==> config.mk <==
export PLATFORM = sky130hd
export DESIGN_NAME = esm_front
export DESIGN_NICKNAME = d
export VERILOG_FILES = /design/src/rtl/esm_pkg.sv /design/src/rtl/esm_front.sv
export SDC_FILE = /design/constraint.sdc
export NUM_CORES = 1
export LEC_CHECK = 0
export ABC_AREA = 0
export BUFFER_PORTS_ARGS = -buffer_cell sky130_fd_sc_hd__buf_2
export CORE_AREA = 2 2 107 212
export CTS_CLUSTER_DIAMETER = 60
export DETAILED_ROUTE_END_ITERATION = 7
export DIE_AREA = 0 0 109 214
export PLACE_DENSITY = 0.75
export SLEW_MARGIN = 30
export SYNTH_ARGS = -nofsm -noshare
export SYNTH_HDL_FRONTEND = slang
export SYNTH_SLANG_ARGS = --single-unit
==> constraint.sdc <==
create_clock -name clk -period 6.1 [get_ports clk]
set_input_delay 0.305 -clock clk [delete_from_list [all_inputs] [get_ports clk]]
set_output_delay 0.305 -clock clk [all_outputs]
set_load 0.03 [all_outputs]
==> src/rtl/esm_pkg.sv <==
// Shared types and constants for the encoder speed meter.
package esm_pkg;

	localparam int AVG_DEPTH_DEF = 7;
	localparam int TIME_BITS_DEF = 32;
	localparam int CFG_IDX_W     = 4;

	localparam logic [7:0]  LOCKOUT_RST = 8'd3;
	localparam logic [15:0] INTERVAL_RST = 16'd16;
	localparam logic [31:0] RPP_RST     = 32'd1920000;
	localparam logic [23:0] KPR_RST     = 24'd1043608;

	typedef enum logic [CFG_IDX_W-1:0] {
		CFG_LOCKOUT  = 4'd0,
		CFG_INTERVAL = 4'd1,
		CFG_RPP      = 4'd2,
		CFG_KPR      = 4'd3
	} cfg_idx_t;

	// one finished window handed from front to back
	typedef struct packed {
		logic [15:0] window_pulses;
		logic [31:0] pulse_total;
	} esm_req_t;

	typedef struct packed {
		logic full;
		logic not_empty;
	} esm_qstat_t;

endpackage

==> src/rtl/esm_front.sv <==
// Tick front end: edge lockout, window count and update detection.
module esm_front #(
	parameter int TIME_BITS = esm_pkg::TIME_BITS_DEF
) (
	input  logic              clk,
	input  logic              arst_n,
	input  logic              tick_valid,
	output logic              tick_stall,
	input  logic              edge_seen,
	input  logic [7:0]        lockout_ms,
	input  logic [15:0]       interval_ms,
	input  esm_pkg::esm_qstat_t q_stat,
	output logic              push,
	output esm_pkg::esm_req_t push_req
);
	import esm_pkg::*;

	logic [TIME_BITS-1:0] now_q;
	logic [TIME_BITS-1:0] last_acc_q;
	logic [TIME_BITS-1:0] last_upd_q;
	logic [15:0]          win_q;
	logic [31:0]          total_q;

	logic                 take;
	logic                 edge_ok;
	logic                 upd;
	logic [15:0]          win_next;
	logic [31:0]          total_next;

	assign tick_stall = q_stat.full;
	assign take       = tick_valid && !q_stat.full;
	assign edge_ok    = edge_seen && ((now_q - last_acc_q) > TIME_BITS'(lockout_ms));
	assign win_next   = (edge_ok && (win_q != 16'hFFFF)) ? win_q + 16'd1 : win_q;
	assign upd        = (now_q - last_upd_q) >= TIME_BITS'(interval_ms);
	assign total_next = total_q + {16'd0, win_next};

	assign push                   = take && upd;
	assign push_req.window_pulses = win_next;
	assign push_req.pulse_total   = total_next;

	always_ff @(posedge clk or negedge arst_n) begin
		if (!arst_n) begin
			now_q      <= '0;
			last_acc_q <= '0;
			last_upd_q <= '0;
			win_q      <= '0;
			total_q    <= '0;
		end else if (take) begin
			now_q <= now_q + TIME_BITS'(1);
			if (edge_ok) begin
				last_acc_q <= now_q;
			end
			if (upd) begin
				win_q      <= '0;
				total_q    <= total_next;
				last_upd_q <= now_q;
			end else begin
				win_q <= win_next;
			end
		end
	end

endmodule

==> key figures, run 1 <==
Detailed routing
  – Residual DRC: 0
  – Final antenna-violating net count: 0
  – Routed via count: ~11000
  – WL met1: roughly 12 mm
  – DRT Wirelength: 34.2 mm
  – Initial DRC Count: 911
  – Top Layer Used: met4
  – Initial DRT Pass Iterations: 5
  – WL met2: ~18 mm
  – DR WL/cell: between 15 and 20 µm
  – Via density: 5.89
  – Routed met3 length: around 1.2 mm

Synthesis
  – Synth async-reset ratio: 100%
  – Primary FF master, synth: dfrtp_1
  – Top post-synthesis cells by area: dfrtp_1 31%, ha_1 11%, xnor2_1 5.7%
  – Syn Area/Cell: about 9 µm²
  – Ys Warns: 0
  – Synth cell count leaders: 144 x dfrtp_1, 121 x inv_1, 104 x ha_1
  – Synthesized netlist net count: roughly 1500
  – Area leader, netlist: dfrtp_1
  – Synth unique cells: 90
  – FF+latch count, synth: 144
  – Most common cell in the synthesized netlist: dfrtp_1
  – Synth top area share: 30.7%
  – Cells after synthesis: about 1300
  – EDFF count, synth: 0
  – Register area share after synthesis: a little under a third
  – Synthesized cell area: between 0.01 and 0.015 mm²

Clocking
  – Worst-Skew Late Latency: ~440 ps
  – H-tree depth: 4
  – Cell chosen for the clock root: clkbuf_16
  – CTS sink count: 144
  – Total CTS buffers: 17
  – Clk buf depth: 2
  – TritonCTS clock tree: yes
  – Clock slew at reported path FFs: 60 ps

Cells and area
  – NumNets Final: between 1500 and 2000
  – Synth-to-Final Area Change: 33.1%
  – Post-route cell area: approximately 0.016 mm²
  – Ant diodes: 0
  – Post-Route Utilization: around 72%
  – Proportion of layout cells with a drive suffix above 1: a little under a third
  – Fill cell count: approximately 1500

Die
  – Num ports: 80
  – Standard-cell row count: 76
  – Die height: ~210 µm
  – Initial Util: between 50% and 60%
  – Die W: around 110 µm
  – Die footprint: about 0.023 mm²
  – Area of the core: approximately 0.022 mm²

Setup path
  – Crit Reg-Reg Startpoint: last_acc_q[1]
  – R2R depth: 34
  – RR Endpoint: total_q[19]
  – Max FO, Critical Path: 5
  – Crit path launch type: flop
  – CP delay by family, top: compound AO/OA/AOI/OAI gates
  – Slowest CP cell: dfrtp_1
  – R2R Setup Slk: -570 ps
  – CP Buf/Inv Count: 4
  – Critical path class: flop to output pin
  – CP most frequent cell: buf_6
  – CP arrival: roughly 6800 ps
  – Worst EP required: roughly 5800 ps
  – Crit path capture type: output pin
  – Slowest stage delay, CP: 400 ps

STA
  – Pins over their slew limit: 0
  – Worst slew pin tran: about 820 ps
  – Final worst setup slack: -1030 ps
  – RSZ-0062 raised after global routing: yes
  – Worst slew margin: a little under half
  – Final hold violation count: 0
  – Skew final: slightly below 6 ps
  – Setup Total Neg Slack: -28070 ps
  – Final period utilization: 117%
  – Minimum period implied by the final worst setup slack: about 7000 ps
  – Achievable Freq: approximately 140 MHz
  – Setup Viol. Count Final: 43

Hold path
  – WHS Path Cells: 3
  – Worst min-delay path class: input port to flop
  – End point of the worst hold path: win_q[12]
  – Worst hold start: edge_seen

Global routing
  – Initial antenna violation count: 0
  – Largest net degree at the start of global routing: 79
  – First-pass GRT wire length: 53.8 mm
  – Gr usage total: a little under 30%
  – GR Overflow Total: 0
  – Vias in the first global route: ~12000

Power
  – Pwr dens: ~380 mW/mm²
  – Combinational fraction of design power: between 60% and 70%
  – Internal power: 3.52 mW
  – Net Switching: 2.42 mW
  – Final Power: roughly 6 mW
  – Sequential share of power: about a fifth
  – P_leak: approximately 8.0 nW
  – Switching part of the total: around two fifths
  – Clock power share: between 10% and 20%
  – Maximum VDD drop: 0.266 mV

Placement
  – Port bufs: 78
  – Placed cell area: roughly 0.014 mm²
  – Detailed-placement wirelength estimate: about 24 mm
  – RD Place Congestion: about 0.93

Status
  – Failing checks: negative setup slack
  – Status: complete, but fails checks

Job
  – Max-cap violations: 0
## placed cells by master (no fill, tap or decap), drive strengths merged, types with 5 or more instances in the layout
| master | Yosys | layout |
|---|---|---|
| a211oi | 9 | 9 |
| a21boi | 5 | 5 |
| a21o | 23 | 23 |
| a21oi | 91 | 91 |
| a31oi | 11 | 11 |
| and3 | 31 | 31 |
| buf | 22 | 302 |
| bufinv | 0 | 5 |
| clkbuf | 20 | 21 |
| dfrtp | 144 | 144 |
| ha | 104 | 104 |
| inv | 122 | 125 |
| mux2 | 79 | 79 |
| mux2i | 7 | 7 |
| nand2 | 102 | 102 |
| nand2b | 17 | 17 |
| nand3 | 44 | 44 |
| nand4 | 31 | 31 |
| nand4b | 5 | 5 |
| nor2 | 80 | 80 |
| nor2b | 12 | 12 |
| nor3 | 28 | 28 |
| nor3b | 5 | 5 |
| nor4 | 6 | 6 |
| o211ai | 12 | 12 |
| o21a | 12 | 12 |
| o21ai | 60 | 60 |
| o21bai | 11 | 11 |
| o221ai | 5 | 5 |
| o31a | 7 | 7 |
| or3 | 6 | 6 |
| xnor2 | 77 | 77 |
| xor2 | 53 | 53 |
## timing repair
action,in CTS,in global routing
endpoints found under the hold margin,77,0
cloned,2,0
resized for setup,96,39
buffers inserted,24,12
pin swaps,43,22
endpoints found under the setup margin,47,82
hold buffers,1,0
## flip-flops by register name, summed over array words and instances (netlist names)
signal and flops:
total_q 32, win_q 16, last_upd_q 32, last_acc_q 32
now_q 32
## how the worst max path moves through the flow
stage	start	endpoint	slack, ps	cells past startpoint
final	last_acc_q[1]	push_req[27]	-1030	32
after global routing	last_acc_q[1]	push_req[26]	-1310	36
after CTS	last_acc_q[1]	push_req[17]	-1040	32
after detailed placement	last_acc_q[1]	push_req[17]	-880	31
after global placement	last_acc_q[1]	push_req[17]	-750	31
after floorplan	last_acc_q[1]	push_req[25]	-210	31
## routing by layer
| layer | up-vias | track usage, % |
|---|---|---|
| li1 | 5238 | - |
| met1 | 5385 | 28.9 |
| met2 | 301 | 53.0 |
| met3 | 143 | 4.75 |
| met4 | 0 | 20.4 |
| met5 | - | 0 |
## logic make-up (layout without fill, tap and decap cells)
logic type | count (synthesis) | in the layout | synth area share [%]
AO/OA/AOI/OAI | 293 | 293 | 16.9
XOR/XNOR | 130 | 130 | 9.71
adder cells (fa/ha/maj) | 107 | 107 | 11.6
buffers and inverters | 164 | 457 | 5.79
flip-flops | 144 | 144 | 30.7
multiplexers | 86 | 86 | 8.18
AND/OR/NAND/NOR | 390 | 390 | 17.1
## layout make-up
cell class / instances / area [µm²] / share of cell area [%]
well taps: 273 / 342 / 2.19
flip-flops and latches: 144 / 3600 / 23.1
clock inverters: 11 / 201 / 1.29
multi-input cells: 1006 / 8220 / 52.7
inverters: 122 / 458 / 2.93
clock buffers: 21 / 450 / 2.89
repair buffers: 303 / 2330 / 15.0
## metrics by stage
step / std cells / setup WS [ps] / hold WS [ps]
4_1_cts: 1873 / -1040 / 338
3_3_place_gp: 1816 / -749 / 393
3_5_place_dp: 1816 / -878 / 390
5_1_grt: 1880 / -1310 / 382
2_1_floorplan: 1314 / -214 / 9.41
6_report: 1880 / -1030 / 379
## power groups by stage
| stage | sequential (mW) | clock [mW] | combinational (mW) |
|---|---|---|---|
| after floorplan | 1.13 | 0 | 2.26 |
| after global placement | 1.12 | 0 | 3.25 |
| after detailed placement | 1.12 | 0 | 3.32 |
| after CTS | 1.11 | 1.18 | 3.51 |
| after global routing | 1.12 | 1.22 | 3.99 |
| final | 1.11 | 1.17 | 3.66 |
## worst min-delay path: stages
cell and delay, ps:
buf_2 180, a41oi_1 240, nor3_2 50
No activity file was read; power rests on OpenSTA's default activity.
==> inputs of run 2 (changes only) <==
==> constraint.sdc (replaced) <==
create_clock -name clk -period 6.05 [get_ports clk]
set_input_delay 0.3025 -clock clk [delete_from_list [all_inputs] [get_ports clk]]
set_output_delay 0.3025 -clock clk [all_outputs]
set_load 0.03 [all_outputs]
==> run 2 against run 1 <==
Compared with the run above: the flow still finishes with violations (negative setup slack); cell area down 0.18%; sequential share of layout area about the same; wire length rose by 2.8%; die area is the same; clock skew increased by 3.5 ps; setup slack worse by 560 ps; hold slack worse by 4.0 ps.
==> key figures, run 2 (same netlist as run 1, synthesis figures left out) <==
STA
  – Final hold violation count: 0 (unchanged)
  – Setup Viol. Count Final: 48 (+12%)
  – Final worst setup slack: -1590 ps (-558 ps)
  – Achievable Freq: about 130 MHz
  – Worst slew margin: 42.3% (-2.7 points)
  – Hold WS: 375 ps (-3.96 ps)
  – Pins over their slew limit: 0 (unchanged)
  – Worst slew pin tran: 865 ps (+40.2 ps)
  – RSZ-0062 raised after global routing: yes
  – Minimum period implied by the final worst setup slack: between 7000 and 8000 ps
  – Skew final: 9.41 ps (+3.48 ps)
  – Final period utilization: 126%

Status
  – Status: complete, but fails checks
  – Failing checks: negative setup slack

Clocking
  – CTS sink count: 144 (unchanged)
  – Cell chosen for the clock root: clkbuf_16
  – Total CTS buffers: 17 (unchanged)
  – Clock slew at reported path FFs: 60 ps (about the same)
  – H-tree depth: 4 (unchanged)
  – Worst-Skew Late Latency: 450 ps (about the same)
  – Clk buf depth: 2 (unchanged)
  – TritonCTS clock tree: yes

Setup path
  – Worst EP required: 5750 ps (-40 ps)
  – Slowest stage delay, CP: 520 ps (+120 ps)
  – Crit path capture type: output pin
  – Slowest CP cell: a21oi_2
  – CP arrival: 7340 ps (+510 ps)
  – Critical path class: flop to output pin
  – Max FO, Critical Path: 6 (+1)
  – Crit path launch type: flop
  – CP most frequent cell: a21o_1

Placement
  – Post-Place Cells: 1818 (+0.11%)
  – RD Place Congestion: 0.895 (-3.6%)
  – Pre-CTS WS: -905 ps (-27.1 ps)
  – Placed cell area: 0.0142 mm² (+0.16%)
  – Detailed-placement wirelength estimate: 24.7 mm (+2.1%)
  – Port bufs: 78 (unchanged)

Cells and area
  – Proportion of layout cells with a drive suffix above 1: 30.8% (+0.15 points)
  – Fill cell count: 1503 (+2.5%)
  – Post-route cell area: 0.0156 mm² (-0.18%)
  – Most common cell after layout, fill and taps aside: buf_4
  – Post-route insts no fill: 1886 (+0.32%)
  – Synth-to-Final Area Change: 32.8%
  – Commonest non-fill, non-tap cells in the layout: 221 x buf_4, 143 x dfrtp_1, 119 x inv_1, 99 x nand2_1, 99 x ha_1
  – NumNets Final: 1736 (+0.29%)

Global routing
  – Gr usage total: 29.5% (+0.33 points)
  – Initial antenna violation count: 0 (unchanged)
  – GR Overflow Total: 0 (unchanged)
  – Largest net degree at the start of global routing: 75 (-5.1%)
  – First-pass GRT wire length: 54.1 mm (+0.58%)
  – Vias in the first global route: 11500 (-0.45%)

Die
  – Area of the core: 0.0216 mm² (unchanged)
  – Die footprint: 0.0233 mm² (unchanged)
  – Die W: 109 µm (unchanged)
  – Standard-cell row count: 76 (unchanged)
  – Die height: 214 µm (unchanged)
  – Num ports: 80 (unchanged)
  – Initial Util: 54.3% (unchanged)

Hold path
  – Worst min-delay path class: input port to flop

Detailed routing
  – DR WL/cell: 18.6 µm (+2.5%)
  – DRT Wirelength: 35.2 mm (+2.8%)
  – Residual DRC: 0 (unchanged)
  – Initial DRC Count: 844 (-7.4%)
  – Final antenna-violating net count: 0 (unchanged)
  – Via density: 5.93 (+0.74%)
  – Routed via count: 11200 (+1.1%)
  – Initial DRT Pass Iterations: 7 (+2)

Power
  – P_leak: 8.02 nW (-0.36%)
  – Pwr dens: 384 mW/mm² (+0.76%)
  – Maximum VDD drop: 0.300 mV (+13%)

Job
  – Max-cap violations: 0 (unchanged)
==> run 2: final timing paths <==
kind	depth (start not counted)	to	from	slack (ps)
worst max-delay path	34	push_req[26]	last_acc_q[1]	-1590
worst min-delay path	3	win_q[12]	edge_seen	380
worst max register to register	34	total_q[26]	last_acc_q[1]	-930
worst min register to register	1	last_acc_q[21]	last_acc_q[21]	490
max in group asynchronous	3	last_acc_q[12]	arst_n	4190
min in group asynchronous	2	last_acc_q[0]	arst_n	430
==> run 2: where the power goes <==
part	switching (mW)	internal [mW]
registers	0.0649	1.06
clock network	0.432	0.589
logic	2.02	1.81
==> run 2: area by class of cell <==
cell class,instances,area [µm²],area share [%]
well taps,273,342,2.19
multi-input cells,1006,8250,52.9
clock inverters,11,105,0.675
diodes,1,2.50,0.0161
clock buffers,21,460,2.96
flip-flops and latches,144,3600,23.1
repair buffers,308,2360,15.2
inverters,122,458,2.94
==> run 2: critical path: cells and delay by family (launching register included) <==
kind            cells  cell delay (ps)
simple gates       11             1840
flops               1              390
compound gates     12             2540
buf+inv             5              720
fa+ha+maj           3              840
mux                 1              320
xor+xnor            2              210
==> run 2: repair_timing <==
item,CTS,global route
endpoints found under the hold margin,73,0
pin swaps,46,47
hold buffers,1,0
gates resized for setup,93,41
cloned,0,1
setup endpoints to repair,47,52
setup buffers,24,17
==> run 2: routing by layer <==
metal	vias to the layer above	track usage, %	share of wire (%)
met5	-	0	0
met4	0	18.8	7.0
met3	169	4.93	5.0
met2	379	54.0	53
met1	5390	29.6	35
li1	5246	-	-
==> run 2: through the flow <==
step                power [mW]  TNS (ps)  utilization [%]
floorplan                 3.41     -1970                -
global placement          4.40    -18590             65.6
detailed placement        4.50    -24470             65.6
CTS                       5.80    -24360             70.7
global route              6.36    -56150             72.2
finish                    5.98    -44740             72.2
