`src/rtl/esm_pkg.sv`:
```
// Shared types and constants for the encoder speed meter.
package esm_pkg;

	localparam int AVG_DEPTH_DEF = 7;
	localparam int TIME_BITS_DEF = 32;
	localparam int CFG_IDX_W     = 4;

	localparam logic [7:0]  LOCKOUT_RST = 8'd3;
	localparam logic [15:0] INTERVAL_RST = 16'd16;
	localparam logic [31:0] RPP_RST     = 32'd1920000;
	localparam logic [23:0] KPR_RST     = 24'd1043608;

	typedef enum logic [CFG_IDX_W-1:0] {
		CFG_LOCKOUT  = 4'd0,
		CFG_INTERVAL = 4'd1,
		CFG_RPP      = 4'd2,
		CFG_KPR      = 4'd3
	} cfg_idx_t;

	// one finished window handed from front to back
	typedef struct packed {
		logic [15:0] window_pulses;
		logic [31:0] pulse_total;
	} esm_req_t;

	typedef struct packed {
		logic full;
		logic not_empty;
	} esm_qstat_t;

endpackage

```
`src/rtl/esm_queue.sv`:
```
// Two-entry request queue between front and back.
module esm_queue (
	input  logic                clk,
	input  logic                arst_n,
	input  logic                push,
	input  esm_pkg::esm_req_t   push_req,
	input  logic                pop,
	output esm_pkg::esm_req_t   pop_req,
	output esm_pkg::esm_qstat_t q_stat
);
	import esm_pkg::*;

	esm_req_t   slot_q [2];
	logic       wr_ptr_q;
	logic       rd_ptr_q;
	logic [1:0] count_q;

	assign pop_req          = slot_q[rd_ptr_q];
	assign q_stat.full      = count_q[1];
	assign q_stat.not_empty = count_q != 2'd0;

	always_ff @(posedge clk) begin
		if (push) begin
			slot_q[wr_ptr_q] <= push_req;
		end
	end

	always_ff @(posedge clk or negedge arst_n) begin
		if (!arst_n) begin
			wr_ptr_q <= 1'b0;
			rd_ptr_q <= 1'b0;
			count_q  <= 2'd0;
		end else begin
			if (push) begin
				wr_ptr_q <= !wr_ptr_q;
			end
			if (pop) begin
				rd_ptr_q <= !rd_ptr_q;
			end
			if (push && !pop) begin
				count_q <= count_q + 2'd1;
			end else if (pop && !push) begin
				count_q <= count_q - 2'd1;
			end
		end
	end

endmodule

```
`config.mk`:
```
export PLATFORM = sky130hd
export DESIGN_NAME = esm_queue
export DESIGN_NICKNAME = d
export VERILOG_FILES = /design/src/rtl/esm_pkg.sv /design/src/rtl/esm_queue.sv
export SDC_FILE = /design/constraint.sdc
export NUM_CORES = 1
export LEC_CHECK = 0
export ABC_AREA = 1
export BUFFER_PORTS_ARGS = -buffer_cell sky130_fd_sc_hd__buf_4
export CAP_MARGIN = 20
export CORE_ASPECT_RATIO = 1.5
export CORE_MARGIN = 8
export CORE_UTILIZATION = 35
export CTS_CLUSTER_SIZE = 8
export DETAILED_ROUTE_END_ITERATION = 12
export GPL_ROUTABILITY_DRIVEN = 0
export HOLD_SLACK_MARGIN = 0.06
export MAX_ROUTING_LAYER = met4
export PLACE_DENSITY_LB_ADDON = 0.12
export SKIP_CTS_REPAIR_TIMING = 1
export SYNTH_ARGS = -nofsm -noshare
export SYNTH_HDL_FRONTEND = slang
export SYNTH_SLANG_ARGS = --single-unit
```
`constraint.sdc`:
```
create_clock -name clk -period 2.91 [get_ports clk]
set_input_delay 0.4365 -clock clk [delete_from_list [all_inputs] [get_ports clk]]
set_output_delay 0.4365 -clock clk [all_outputs]
set_load 0.005 [all_outputs]
```
==> metrics.txt, run 1 <==
most frequent cell after synthesis edfxtp_1; clock root cell clkbuf_16; Peak Freq 495 MHz; DIE AREA 14300 sq um; top cell type by total area after synthesis edfxtp_1; Req. time, crit path 2.47 ns; DRT Wirelength 7400 um; dominant cells by area after synthesis edfxtp_1 (77%), mux2_2 (12%), mux2_4 (4.0%), dfrtp_1 (2.7%), buf_4 (0.81%); DR vias/cell 4.35; DP Area 4680 sq um; via count 1888; CP Max Fanout 22; worst clock skew 0.00552 ns; CP Cell Sequence buf_4 -> mux2_2 -> buf_4; Period minus WS final 2.02 ns; vias in the first global route 2253; cts bufs inserted 9; hold slack final 0.281 ns; Detailed Routing Iterations Pass 1 4; Max-Cap Viols 0; multi-input logic area 662 sq um; Main synth FF type edfxtp_1; CP peak stage delay 0.39 ns; leakage 1.91 nW; gr ovfl total 0; layout cell share with drive strength beyond 1 0.583; first-iteration detailed-routing DRC count 65; # H-tree levels 3; max layer used met4; Final period util 0.695; CP arrival 1.58 ns; final instance area 4970 sq um; reg2reg start wr_ptr_q$_DFFE_PN0P_; syn_nets 227; dpl hpwl 5130 um; Worst-Margin Slew 0.608 ns; met3 WL 450 um; Crit Path Category reg2out; Wirelength per Cell 17.0 um; CTS tree built; async set-reset flop share out of synthesis 0.0400; sequential element share of the synthesized area 0.802; reg-to-reg slack, setup 1.36 ns; DRC 0; Layout Nets 338; largest net degree at the start of global routing 32; peak supply drop 0.000449 V; Die Span Y 142 um; Synth Warn # 0; CP Launch Point rd_ptr_q$_DFFE_PN0P_; Initial Utilization 0.355; post-route ant nets 0; first-pass GRT wire length 11800 um; crit path max-delay cell type mux2_2; RSZ-0062 raised after global routing false; min-delay src pop; Global Route Usage Sum 0.113; setup violators final 0; Pwr Density 915 nW/um^2; crit-path most repeated cell buf_4; Boundary Pins 102; clk sinks 100; Core ar. 10500 sq um; Max Slew Vio Count 0; syn avg cell area 21.4 sq um; M1 WL 3060 um; status completed; Syn Inst Count 174; Hold Fails Final Rpt 0; setup TNS 0 ns; count of different cell masters after synthesis 15; Synth Register Bits 100; clk_lat worst skew 0.33 ns; maximum root-to-sink buffer count 2; synth cell count leaders edfxtp_1 (96), mux2_2 (38), mux2_4 (10); Die X 100 um; Startpoint Class flip-flop; Post-synth EDFFs 96; Worst Hold Class in2reg; Synth Cell Area 3720 sq um; Rows 46; DR WL met2 3790 um; Rel. slew slack 0.594; # diodes 0; CP top delay family buffers and inverters; Synth top area share 0.775; PortBufs 101; Worst Path Buf+Inv 2; Filler Cells Inserted 955; Worst Setup End Kind primary output; clock-pin slew on the worst setup and hold paths 0.06 ns; P&R area growth vs syn 33.7%; Reg area 2980 sq um; initial antenna violation count 0
-- report_power, final --
| group | internal (mW) | total (mW) | switching [mW] | leakage, nW |
|---|---|---|---|---|
| Clock | 0.658 | 1.14 | 0.478 | 0.137 |
| Combinational | 0.808 | 1.42 | 0.613 | 0.827 |
| Sequential | 1.91 | 1.99 | 0.0792 | 0.947 |
-- cells in the final DEF, fill, tap and decap left out, types with 2 or more instances in the layout --
cell type / count
clkinv_1: 2
edfxtp_1: 96
clkbuf_16: 9
xor2_1: 2
nand2_1: 6
buf_4: 102
clkinv_2: 2
buf_12: 3
mux2_4: 10
dfrtp_1: 3
inv_1: 6
mux2_2: 38
-- metrics by stage --
step                cells   util  setup WS (ns)  total power [mW]
global placement      417  0.447           1.20              3.48
finish                434  0.475          0.889              4.55
detailed placement    417  0.447           1.19              3.49
global route          434  0.475          0.797              4.80
floorplan             174      -          0.788              2.77
CTS                   433  0.474          0.849              4.63
-- worst paths after layout --
kind,to,cells after the start
max,pop_req[7],3
min reg2reg,count_q[0]$_DFFE_PN0P_,1
max reg2reg,slot_q[1][30]$_DFFE_PP_,3
min,rd_ptr_q$_DFFE_PN0P_,2
min in group asynchronous,wr_ptr_q$_DFFE_PN0P_,2
max in group asynchronous,rd_ptr_q$_DFFE_PN0P_,2
-- routing by layer --
layer,up-vias,global-route usage
met5,-,-
met4,0,0.0408
met3,8,0.0392
met2,65,0.187
met1,926,0.122
li1,889,-
-- state kept, by name, indices dropped and copies added, names as in the netlist --
signal    flops
rd_ptr_q      1
count_q       2
wr_ptr_q      1
slot_q       96
-- cells by family after synthesis --
group         count (synthesis)  share of synthesized area
simple gates                  9                     0.0101
buf+inv                      13                     0.0222
fa+ha+maj                     1                    0.00336
xor+xnor                      3                    0.00706
mux                          48                      0.155
flops                       100                      0.802
-- layout make-up --
class / count / area share
flip-flops and latches: 100 / 0.600
inverters: 7 / 0.00528
clock buffers: 10 / 0.0460
clock inverters: 6 / 0.0111
multi-input cells: 61 / 0.133
repair buffers: 106 / 0.168
well taps: 144 / 0.0362
Note: power is estimated with default switching activity, not from simulation.
==> run 2, diff against run 1 <==
==> constraint.sdc (replaced) <==
create_clock -name clk -period 2.1 [get_ports clk]
set_input_delay 0.315 -clock clk [delete_from_list [all_inputs] [get_ports clk]]
set_output_delay 0.315 -clock clk [all_outputs]
set_load 0.005 [all_outputs]
==> metrics.txt, run 2 (synthesized netlist as in run 1, its figures left out) <==
status completed; Worst Reg2Reg Path Length in Cells 3 (unchanged); cts bufs inserted 9 (unchanged); Final period util 0.902; Boundary Pins 102 (unchanged); dpl hpwl 5010 um (-2.3%); Wirelength per Cell 16.4 um (-3.7%); CTS tree built; DIE AREA 14300 sq um (unchanged); hold slack final 0.162 ns (-0.119 ns); # H-tree levels 3 (unchanged); most common cell after layout, fill and taps aside buf_4; clk sinks 100 (unchanged); max FFs per register 96 (unchanged); post-route ant nets 0 (unchanged); clk_lat worst skew 0.33 ns (about the same); Max-Cap Viols 0 (unchanged); worst clock skew 0.00396 ns (-0.00156 ns); initial antenna violation count 0 (unchanged); RSZ-0062 raised after global routing false; Pwr Density 1270 nW/um^2 (+38%); Rel. slew slack 0.696 (+0.102); Top reg by flops slot_q; # diodes 0 (unchanged); Layout Nets 340 (+0.59%); largest net degree at the start of global routing 38 (+19%); P&R area growth vs syn 34.0%; clock-pin slew on the worst setup and hold paths 0.07 ns (about the same); DRC 0 (unchanged); Hold Fails Final Rpt 0 (unchanged); peak supply drop 0.000707 V (+57%); Peak Freq 528 MHz; maximum root-to-sink buffer count 2 (unchanged); Core ar. 10500 sq um (unchanged); Crit Path Category reg2out; setup violators final 0 (unchanged); setup TNS 0 ns (unchanged); gr ovfl total 0 (unchanged); DR vias/cell 4.36 (+0.33%); Initial Utilization 0.355 (unchanged); Worst Setup End Kind primary output; Worst-Margin Slew 0.456 ns (-0.151 ns); clock root cell clkbuf_16; CP Max Fanout 24 (+9.1%); most frequent cells in the layout buf_4 (105), edfxtp_1 (96), mux2_2 (38), mux2_4 (10), clkbuf_16 (9); Global Route Usage Sum 0.108 (-0.00496); Rows 46 (unchanged); top flop regs slot_q (96), count_q (2); first-iteration detailed-routing DRC count 69 (+6.2%); vias in the first global route 2135 (-5.2%); Startpoint Class flip-flop; Detailed Routing Iterations Pass 1 3 (-1); first-pass GRT wire length 11100 um (-6.3%); Req. time, crit path 1.78 ns (-0.69 ns); Max Slew Vio Count 0 (unchanged); hold depth 1 (-1); PortBufs 101 (unchanged); Worst Hold Class in2reg; via count 1903 (+0.79%); DRT Wirelength 7160 um (-3.3%); Reg area 2980 sq um (unchanged); Filler Cells Inserted 925 (-3.1%); multi-input logic area 662 sq um (unchanged); CP arrival 1.58 ns (about the same); Period minus WS final 1.89 ns; layout cell share with drive strength beyond 1 0.592 (+0.00971); leakage 1.92 nW (+0.43%); Die Span Y 142 um (unchanged); Die X 100 um (unchanged)
[run 2: cell types whose count changed in the layout (fill, tap and decap cells not counted)]
cell,delta
buf_4,+3
clkbuf_1,-1
clkinvlp_4,+1
clkinv_4,+1
clkinv_1,-1
buf_12,-1
[run 2: final timing paths]
| check | startpoint | end | slack, ns |
|---|---|---|---|
| min | push_req[31] | slot_q[0][31]$_DFFE_PP_ | 0.16 |
| max | rd_ptr_q$_DFFE_PN0P_ | pop_req[33] | 0.21 |
| min in group asynchronous | arst_n | count_q[1]$_DFFE_PN0P_ | 0.30 |
| min reg2reg | count_q[1]$_DFFE_PN0P_ | count_q[1]$_DFFE_PN0P_ | 0.51 |
| max in group asynchronous | arst_n | rd_ptr_q$_DFFE_PN0P_ | 1.69 |
| max reg2reg | wr_ptr_q$_DFFE_PN0P_ | slot_q[1][14]$_DFFE_PP_ | 0.78 |
[run 2: metrics by stage]
step           instances  total power, mW   util  worst slack [ns]  instance area (sq um)
4_1_cts              435             6.44  0.475             0.158                   4970
6_report             436             6.31  0.476             0.206                   4980
5_1_grt              436             6.66  0.476             0.115                   4980
2_1_floorplan        174             3.85      -            0.0140                   3720
3_3_place_gp         419             4.81  0.447             0.534                   4680
3_5_place_dp         419             4.82  0.447             0.533                   4680
[run 2: metal layers]
metal / GRT usage / routed length (um)
met4: 0.0528 / 116
met2: 0.183 / 3800
met3: 0.0357 / 360
met1: 0.108 / 2880
met5: - / 0
[run 2: layout make-up]
type,count,area share
flip-flops and latches,100,0.599
repair buffers,108,0.168
multi-input cells,61,0.133
clock buffers,9,0.0452
well taps,144,0.0362
clock inverters,7,0.0136
inverters,7,0.00527
[run 2: worst max-delay path: stages, from the launching register on]
cell and delay, ns:
dfrtp_2 0.38, buf_4 0.32, mux2_2 0.40, buf_4 0.14
[run 2: power breakdown]
part / internal [mW] / total [mW] / leakage (nW) / switching, mW
registers: 2.65 / 2.75 / 0.947 / 0.104
logic: 1.12 / 1.96 / 0.834 / 0.839
clock network: 0.916 / 1.59 / 0.139 / 0.678
==> run 3, diff against run 2 <==
--- a/config.mk
+++ b/config.mk
@@ -10,7 +10,7 @@
 export CAP_MARGIN = 20
 export CORE_ASPECT_RATIO = 1.5
 export CORE_MARGIN = 8
-export CORE_UTILIZATION = 35
+export CORE_UTILIZATION = 24
 export CTS_CLUSTER_SIZE = 8
 export DETAILED_ROUTE_END_ITERATION = 12
 export GPL_ROUTABILITY_DRIVEN = 0
@@ -21,3 +21,4 @@
 export SYNTH_ARGS = -nofsm -noshare
 export SYNTH_HDL_FRONTEND = slang
 export SYNTH_SLANG_ARGS = --single-unit
+export TNS_END_PERCENT = 1
==> metrics.txt, run 3 (synthesized netlist as in run 1, its figures left out) <==
Layout Nets 339 (-0.29%); Top reg by flops slot_q; initial antenna violation count 0 (unchanged); setup TNS 0 ns (unchanged); vias in the first global route 2170 (+1.6%); maximum root-to-sink buffer count 2 (unchanged); RSZ-0062 raised after global routing false; top flop regs slot_q (96), count_q (2); worst clock skew 0.0131 ns (+0.00911 ns); Pwr Density 1240 nW/um^2 (-1.7%); Startpoint Class flip-flop; Initial Utilization 0.246 (-0.109); DRC 0 (unchanged); Worst Path Buf+Inv 2 (unchanged); Final Core Density 0.332 (-0.144); DRT Wirelength 8120 um (+14%); first-pass GRT wire length 12500 um (+13%); clk sinks 100 (unchanged); Placed Cells 473 (+13%); Worst Setup End Kind primary output; layout cell share with drive strength beyond 1 0.591 (-0.00140); Filler Cells Inserted 1503 (+62%); DR vias/cell 3.81 (-13%); via count 1869 (-1.8%); CP Max Fanout 23 (-4.2%); Max-Cap Viols 0 (unchanged); Crit Path Category reg2out; Non-Filler Instances 490 (+12%); PortBufs 101 (unchanged); final instance area 5030 sq um (+0.88%); CTS tree built; Req. time, crit path 1.78 ns (about the same); Detailed Routing Iterations Pass 1 4 (+1); cts bufs inserted 9 (unchanged); CP arrival 1.57 ns (about the same); Die X 118 um (+17%); setup violators final 0 (unchanged); CP Cell Sequence buf_4 -> mux2_2 -> buf_4; largest net degree at the start of global routing 42 (+11%); Period minus WS final 1.88 ns (-0.0102 ns); peak supply drop 0.000498 V (-30%); crit path max-delay cell type mux2_2; clock root cell clkbuf_16; Wirelength per Cell 16.6 um (+1.0%); most frequent cells in the layout buf_4 (104), edfxtp_1 (96), mux2_2 (38), mux2_4 (10), clkbuf_16 (9); dpl hpwl 5540 um (+10%); Boundary Pins 102 (unchanged); hold slack final 0.151 ns (-0.0110 ns); # diodes 0 (unchanged); Rel. slew slack 0.755 (+0.0588); most common cell after layout, fill and taps aside buf_4; Rows 55 (+20%); gr ovfl total 0 (unchanged); Core ar. 15100 sq um (+45%); CP top delay family buffers and inverters; P&R area growth vs syn 35.1%; crit-path most repeated cell buf_4; DP Area 4740 sq um (+1.3%); post-route ant nets 0 (unchanged); # H-tree levels 3 (unchanged); Max Slew Vio Count 0 (unchanged); max FFs per register 96 (unchanged); DIE AREA 19800 sq um (+39%); Final period util 0.897 (-0.00487); Global Route Usage Sum 0.0874 (-0.0203); status completed; clk_lat worst skew 0.34 ns (about the same); leakage 1.91 nW (-0.73%); Worst Hold Class in2reg; CP peak stage delay 0.39 ns (about the same); Die Span Y 168 um (+18%); clock-pin slew on the worst setup and hold paths 0.08 ns (about the same); Peak Freq 531 MHz (+0.54%); Hold Fails Final Rpt 0 (unchanged); first-iteration detailed-routing DRC count 74 (+7.2%); Worst-Margin Slew 0.368 ns (-0.0882 ns)
## run 3: routing by layer
metal,track usage,up-vias,share of wire
li1,-,891,-
met1,0.0833,918,0.38
met2,0.162,51,0.57
met3,0.0230,9,0.033
met4,0.0403,0,0.019
met5,-,-,0
## run 3: report_power, final
group	total, mW	internal [mW]	switching (mW)
Combinational	1.96	1.11	0.846
Clock	1.54	0.808	0.730
Sequential	2.76	2.65	0.108
Total	6.25	4.57	1.68
## run 3: cell type report
type	instances	area, sq um	area share
inverters	7	26.3	0.00523
repair buffers	107	831	0.165
flip-flops and latches	100	2980	0.594
clock buffers	9	225	0.0448
well taps	199	249	0.0495
clock inverters	7	50.0	0.00996
multi-input cells	61	662	0.132
## run 3: final timing paths
kind / startpoint / endpoint / slack, ns / cells after the start
min in group asynchronous: arst_n / count_q[1]$_DFFE_PN0P_ / 0.31 / 2
min: push_req[5] / slot_q[1][5]$_DFFE_PP_ / 0.15 / 1
min reg2reg: count_q[0]$_DFFE_PN0P_ / count_q[0]$_DFFE_PN0P_ / 0.50 / 1
max reg2reg: wr_ptr_q$_DFFE_PN0P_ / slot_q[1][13]$_DFFE_PP_ / 0.78 / 3
max: rd_ptr_q$_DFFE_PN0P_ / pop_req[2] / 0.22 / 3
max in group asynchronous: arst_n / rd_ptr_q$_DFFE_PN0P_ / 1.68 / 2
## run 3: metrics by stage
stage / worst slack, ns / total power, mW
2_1_floorplan: 0.0140 / 3.85
3_5_place_dp: 0.533 / 4.86
3_3_place_gp: 0.532 / 4.87
6_report: 0.216 / 6.25
4_1_cts: 0.157 / 6.43
5_1_grt: 0.133 / 6.65
